`src/hdl/bop_pkg.sv`:
```
`timescale 1ns / 1ps
// ----------------------------------------------------------------------------
// bop_pkg : shared types and constants of the binomial option pricer
// Fixed-point constants and the controller/datapath command and status types.
// ----------------------------------------------------------------------------
package bop_pkg;

   localparam logic [31:0] ONE_Q30 = 32'h4000_0000;
   localparam logic [31:0] SAT32   = 32'hFFFF_FFFF;
   localparam logic [10:0] STEPS_RESET = 11'd256;

   // datapath operation selected by the controller
   typedef enum logic [2:0] {
      OP_NONE  = 3'd0,
      OP_LOAD  = 3'd1,   // capture the beat, seed power[0]
      OP_POW   = 3'd2,   // one power of up and down
      OP_TERM  = 3'd3,   // one terminal node
      OP_BACK  = 3'd4    // one induction node
   } op_type;

   // controller to datapath
   typedef struct packed {
      op_type      op;
      logic [12:0] idx;    // node / power index i
      logic [12:0] lvl;    // layer t
      logic        first;  // first cycle of a node (issue reads)
   } cmd_type;

   // datapath to controller
   typedef struct packed {
      logic node_done;
   } stat_type;

   // saturating truncating Q30 product
   function automatic logic [32:0] mul_q30(input logic [31:0] a, input logic [31:0] b);
      logic [63:0] r;
      r = 64'(a) * 64'(b);
      if (r[63:62] != 2'b00) return {1'b1, SAT32};
      return {1'b0, r[61:30]};
   endfunction

   function automatic logic [31:0] payoff(input logic [31:0] pr, input logic [31:0] k,
                                          input logic call);
      if (call) return (pr > k) ? pr - k : 32'd0;
      return (k > pr) ? k - pr : 32'd0;
   endfunction

endpackage

```
`src/hdl/bop_control.sv`:
```
`timescale 1ns / 1ps
// ----------------------------------------------------------------------------
// bop_control : sequencer of the binomial option pricer
// Walks powers, the terminal layer and every induction layer, then strobes.
// ----------------------------------------------------------------------------
module bop_control
   import bop_pkg::*;
#(
   parameter int MAX_STEPS = 1024
) (
   input  logic        clock,
   input  logic        reset,
   input  logic        start,
   output logic        busy,
   input  logic [10:0] steps,
   output cmd_type     cmd,
   input  stat_type    stat,
   output logic        rsp_valid
);

   typedef enum logic [5:0] {
      S_IDLE = 6'b000001, S_POW = 6'b000010, S_TERM = 6'b000100,
      S_BACK = 6'b001000, S_DONE = 6'b010000, S_LOAD = 6'b100000
   } state_type;

   state_type   st_ff, st_in;
   logic [12:0] n_ff, n_in, i_ff, i_in, t_ff, t_in;
   logic        first_ff, first_in;

   always_comb begin
      st_in = st_ff;
      n_in = n_ff; i_in = i_ff; t_in = t_ff; first_in = 1'b0;
      cmd.op = OP_NONE; cmd.idx = i_ff; cmd.lvl = t_ff; cmd.first = first_ff;
      case (st_ff)
         // the beat is captured at the accepting edge
         S_IDLE: if (start) begin
            cmd.op = OP_LOAD;
            st_in = S_LOAD;
            n_in = (13'(steps) > 13'(MAX_STEPS)) ? 13'(MAX_STEPS) : 13'(steps);
         end
         S_LOAD: begin
            i_in = 13'd0; first_in = 1'b1;
            st_in = (n_ff == 13'd0) ? S_TERM : S_POW;
            t_in = n_ff;
         end
         S_POW: begin
            cmd.op = OP_POW;
            if (stat.node_done) begin
               first_in = 1'b1;
               if (i_ff + 13'd1 == n_ff) begin
                  i_in = 13'd0; st_in = S_TERM;
               end else i_in = i_ff + 13'd1;
            end
         end
         S_TERM: begin
            cmd.op = OP_TERM;
            if (stat.node_done) begin
               first_in = 1'b1;
               if (i_ff == n_ff) begin
                  i_in = 13'd0;
                  if (n_ff == 13'd0) st_in = S_DONE;
                  else begin t_in = n_ff - 13'd1; st_in = S_BACK; end
               end else i_in = i_ff + 13'd1;
            end
         end
         S_BACK: begin
            cmd.op = OP_BACK;
            if (stat.node_done) begin
               first_in = 1'b1;
               if (i_ff == t_ff) begin
                  i_in = 13'd0;
                  if (t_ff == 13'd0) st_in = S_DONE;
                  else t_in = t_ff - 13'd1;
               end else i_in = i_ff + 13'd1;
            end
         end
         S_DONE: st_in = S_IDLE;
         default: st_in = S_IDLE;
      endcase
   end

   always_ff @(posedge clock) begin
      if (reset) begin
         st_ff <= S_IDLE; n_ff <= '0; i_ff <= '0; t_ff <= '0; first_ff <= 1'b0;
      end else begin
         st_ff <= st_in; n_ff <= n_in; i_ff <= i_in; t_ff <= t_in; first_ff <= first_in;
      end
   end

   assign busy      = (st_ff != S_IDLE);
   assign rsp_valid = (st_ff == S_DONE);

endmodule

```
`config.mk`:
```
export PLATFORM = sky130hd
export DESIGN_NAME = bop_control
export DESIGN_NICKNAME = d
export VERILOG_FILES = /design/src/hdl/bop_pkg.sv /design/src/hdl/bop_control.sv
export SDC_FILE = /design/constraint.sdc
export NUM_CORES = 1
export LEC_CHECK = 0
export ABC_AREA = 0
export BUFFER_PORTS_ARGS = -buffer_cell sky130_fd_sc_hd__buf_2
export CAP_MARGIN = 20
export CORE_AREA = 4 4 81 83
export DETAILED_ROUTE_END_ITERATION = 10
export DIE_AREA = 0 0 85 87
export GPL_TIMING_DRIVEN = 0
export PLACE_DENSITY_LB_ADDON = 0.25
export RECOVER_POWER = 100
export SYNTH_ARGS = -nofsm -noshare
export SYNTH_HDL_FRONTEND = slang
export SYNTH_SLANG_ARGS = --single-unit
```
`constraint.sdc`:
```
create_clock -name clock -period 3.25 [get_ports clock]
set_input_delay 0.65 -clock clock [delete_from_list [all_inputs] [get_ports clock]]
set_output_delay 0.65 -clock clock [all_outputs]
set_load 0.01 [all_outputs]
```
# Yosys cells after proc, flatten, opt, wreduce, memory -nomap -nowiden
# Cells that the tools add are included.
[word_totals]
regBits = 46
[op_classes]
n_eq_ne = 20
n_lt_le_gt_ge = 1
reduce_logical = 9
addsub = 3
muxes = 30
[ops]
columns = ["operator", "n"]
rows = [
  ["two-way mux 13 bit", 12],
  ["one-hot mux 13 bit (4 select lines)", 1],
  ["two-way mux 6 bit", 8],
  ["== test 13 bit", 3],
  ["one-hot mux 13 bit (3 select lines)", 1],
  ["one-hot mux 6 bit (5 select lines)", 1],
  ["logical NOT 13 bit", 2],
  ["subtractor 13 x 1 -> 13 bit, second input constant", 2],
  ["!= test 2 bit, second input constant", 10],
  ["adder 13 x 1 -> 13 bit, second input constant", 1],
  ["one-hot mux 3 bit (4 select lines)", 1],
  ["greater-than comparator 11 bit, second input constant", 1],
  ["two-way mux 11 bit", 1],
  ["AND reduction 8 bit", 1],
  ["AND reduction 7 bit", 1],
  ["== test 6 x 1 -> 1 bit, second input constant", 1],
  ["== test 6 x 2 -> 1 bit, second input constant", 1],
  ["== test 6 x 3 -> 1 bit, second input constant", 1],
  ["== test 6 x 4 -> 1 bit, second input constant", 1],
  ["== test 6 x 5 -> 1 bit, second input constant", 1],
  ["== test 6 bit, second input constant", 1],
  ["!= test 6 x 1 -> 1 bit, second input constant", 1],
  ["two-way mux 5 bit", 1],
  ["AND reduction 4 bit", 1],
  ["other kinds (7)", 8],
]

# Depth between registers and ports, before layout
[depth]
depth_word = 5
ltp_mapped = 12

# Worst setup path before layout
# Ideal clock, no wire load.
[synth_path]
path_type = "reg-to-reg"
from = "register st_ff[5]"
to = "register t_ff[8]"
setup_ns = 0.134
t_arrival_ns = 2.732
setup_slack_ns = 0.384
path_stages_with_launch = 13
path_buffers = 2
cell_sequence = "dfxtp_1 nor4_2 nand2_1 clkbuf_1 clkbuf_1 mux2i_1 ha_1 inv_1 a21oi_1 o21ai_0 mux2_2 a21oi_1 a211oi_1"
[synth_between]
elab_chain_cells = 3
elab_cells_between_ends = 12
cone_classes = "9 x eq/ne; 1 x mux; 2 x reduce/logical"
[synth_rtl]
columns = ["element", "line", "source"]
rows = [
  ["from (decl)", "bop_control.sv:26", "state_type st_ff, st_in;"],
  ["from (signal assigned)", "bop_control.sv:86", "st_ff <= st_in; n_ff <= n_in; i_ff <= i_in; t_ff <= t_in; first_ff <= first_in;"],
  ["== test 6 x 4 -> 1 bit, or another cell as far along", "bop_control.sv:34", "case (st_ff)"],
  ["!= test 2 bit (no line) / nonzero test 3 bit (equally long branches)", "--", ""],
  ["AND reduction 7 bit (no line)", "--", ""],
  ["to (signal assigned)", "bop_control.sv:86", ""],
  ["to (decl)", "bop_control.sv:27", "logic [12:0] n_ff, n_in, i_ff, i_in, t_ff, t_in;"],
]
# Parallel ways exist; a longest one is shown, timed or not.
# A chain may end at the register's enable or synchronous reset.

# Worst setup path after layout
[layout_path]
from = "register st_ff[1]"
to = "register t_ff[6]"
# The elaborated chain is that of the path after synthesis.

==> impl_metrics.yaml <==
worst_setup_path:
  crit_type: "flop to flop"
  end_kind: "flop"
  cp-start-kind: "flop"
  cp_top_family: "buffers and inverters"
  critical_path.slowest_cell: "nor4_4"
  required_ns: 3.41
  cp_num_buf_inv: 5
  max_stage_delay_ns: 0.42
  path_cells: "nor4_4 -> nand2_2 -> clkbuf_2 -> clkbuf_2 -> mux2i_1 -> ha_1 -> inv_1 -> a21oi_4 -> buf_4 -> buf_4 -> a211oi_1 -> a31oi_1 -> a21oi_1 -> nor3_1"
  path_max_fanout: 10
  cp.arrival_ns: 3.29
floorplanning:
  io_pins: 47
  die-width_um: 85
  fp.dieH_um: 87
  start_util_pct: 56.74
  die_area_um2: 7395
  fp-row-count: 28
  core_region_area_um2: 5851
synth:
  synth_cells: 444
  netlist_area_um2: 3319
  ys.warnings.count: 0
  synth_top_area_share_pct: 26.54
  synthDistinctLibCells: 65
  synth-async-reset-ratio_pct: 0
  synth-main-ff-cell: "dfxtp_1"
  synth_area_leaders: "dfxtp_1 27%, a21oi_1 4.7%, nor2_1 4.5%"
  synth.most_common_cell: "dfxtp_1"
  seq_area_frac_synth_pct: 26.54
  yosys-top-cells-count: "44 x dfxtp_1, 40 x nor2_1, 38 x nand2_1, 31 x a21oi_1, 30 x o21ai_0"
  synth_edf_count: 0
  ys_ff_latch: 44
  syn_nets: 461
  syn_avg_cell_area_um2: 7.476
  yosysTopAreaCell: "dfxtp_1"
sta:
  worst_hold_slack_ns: 0.5355
  fin_ws_ns: 0.1270
  period_needed_ns: 3.123
  maxSlewHeadroom_pct: 50.83
  hold_violations: 0
  tightest_slew_ns: 0.7298
  tns_ns: 0
  fin_crit_sh_pct: 96.09
  slew_violations: 0
  fin_worst_skew_ns: 0.01123
  setup_violations: 0
  fmax_mhz: 320.2
cts:
  cts_root_buf: "clkbuf_8"
  cts.sinks: 44
  cts_tree: "yes"
  clk_pin_slew_ns: 0.10
  cts_htree_levels: 2
  clockBufferDepth: 2
  numCtsBuffers: 5
  clk_latency_ns: 0.31
power_and_ir_drop:
  power_density_nw_per_um2: 569.8
  p_total_mw: 2.149
  ir_drop_mv: 0.3534
  leakage_nw: 1.458
placement:
  placedCellCount: 564
  io_buffers: 45
  hpwlAfterDp_um: 7670
  gp_congestion: 0.9748
  postPlaceCellArea_um2: 3638
  post-place-ws_ns: -0.4374
grt:
  grt_pass1_vias: 3436
  grt-ovfl-total: 0
  grt_max_degree: 15
  grt_pass1_wl_um: 16560
  grtUsageTotal_pct: 27.79
  antenna_found_initial: 0
finish:
  syn2layout_area_growth_pct: 13.61
  drive_above_1_share_pct: 12.52
  n_antenna_cell: 0
  design_area_um2: 3771
  nFillCells: 535
  final_util_pct: 64.46
  fin_nets: 519
  regArea_um2: 883.3
  fin_cells: 578
  multi_input_area_um2: 2251
detailed_routing:
  dr.first_iter.drc_count: 280
  antenna_left: 0
  drt-wirelength-per-cell_um: 17.88
  vias: 3734
  drt_first_pass_iters: 5
  finalWirelength_um: 10330
  via_per_inst: 6.460
  drc: 0
min_path:
  hold_class: "flop to flop"
outcome:
  status: "finished, final reports clean"
job:
  cap_violations: 0
## flip-flops by register name, indices dropped and copies added, names as in the netlist
signal	cells
first_ff	1
i_ff	13
n_ff	11
st_ff	6
t_ff	13
## where the power goes
group          switching [mW]  internal, mW  leakage [nW]
Combinational           0.617         0.392          1.05
Clock                   0.207         0.228        0.0541
Sequential              0.103         0.602         0.357
## tightest hold or removal path, cell delays in order, from the launching register on
cell and delay (ns):
dfxtp_2 0.38, nand2_1 0.07, o31ai_1 0.06
## cell usage in the layout (no fill, tap or decap), drive strengths merged, types with 3 or more instances in the layout
master,instances
buf,25
xnor2,12
and3,4
o31ai,4
nand2b,5
a211oi,9
nand2,38
a31oi,7
nor3b,13
or4,5
mux2,3
clkbuf,64
o211ai,9
mux2i,9
inv,12
nor4,14
a41oi,3
o21a,3
nand4,14
and2,8
dfxtp,44
o21ai,32
nor2b,5
a21oi,32
nor2,40
nor3,16
xor2,16
nand3,17
nand3b,3
## metal layers
metal,vias up,wire (µm),GRT usage (%)
met5,-,0,0
met4,0,331,12.66
met3,38,788,3.879
met2,211,4884,47.67
met1,1730,4328,34.44
li1,1755,-,-
## what timing repair did
item,4_1_cts,5_1_grt
hold buffers,0,0
pin swaps,0,1
setup buffers,0,6
gates resized for setup,4,9
setup endpoints to repair,6,15
## area by class of cell
type	count	share of cell area [%]
Buffer	33	4.015
Clock buffer	5	1.825
Clock inverter	3	1.128
Inverter	12	1.194
Multi-Input combinational cell	355	59.69
Sequential cell	44	23.42
Tap cell	75	2.488
Timing Repair Buffer	51	6.238
## cells by family after synthesis
logic type                 share of synthesized area (%)
and+or+nand+nor                                    31.59
adders and majority gates                         0.7537
muxes                                              3.732
DFF                                                26.54
AOI/OAI and AO/OA                                  23.94
xor gates and xnor gates                           7.388
buffers and inverters                              6.069
## final timing paths
| check | start | endpoint | slack [ns] | cells past startpoint |
|---|---|---|---|---|
| worst max-delay path | st_ff[1] | t_ff[6] | 0.13 | 14 |
| worst min-delay path | i_ff[1] | i_ff[1] | 0.54 | 2 |
| worst max register to register | st_ff[1] | t_ff[6] | 0.13 | 14 |
| worst min register to register | i_ff[1] | i_ff[1] | 0.54 | 2 |
Power figures use the tool's default switching activity.
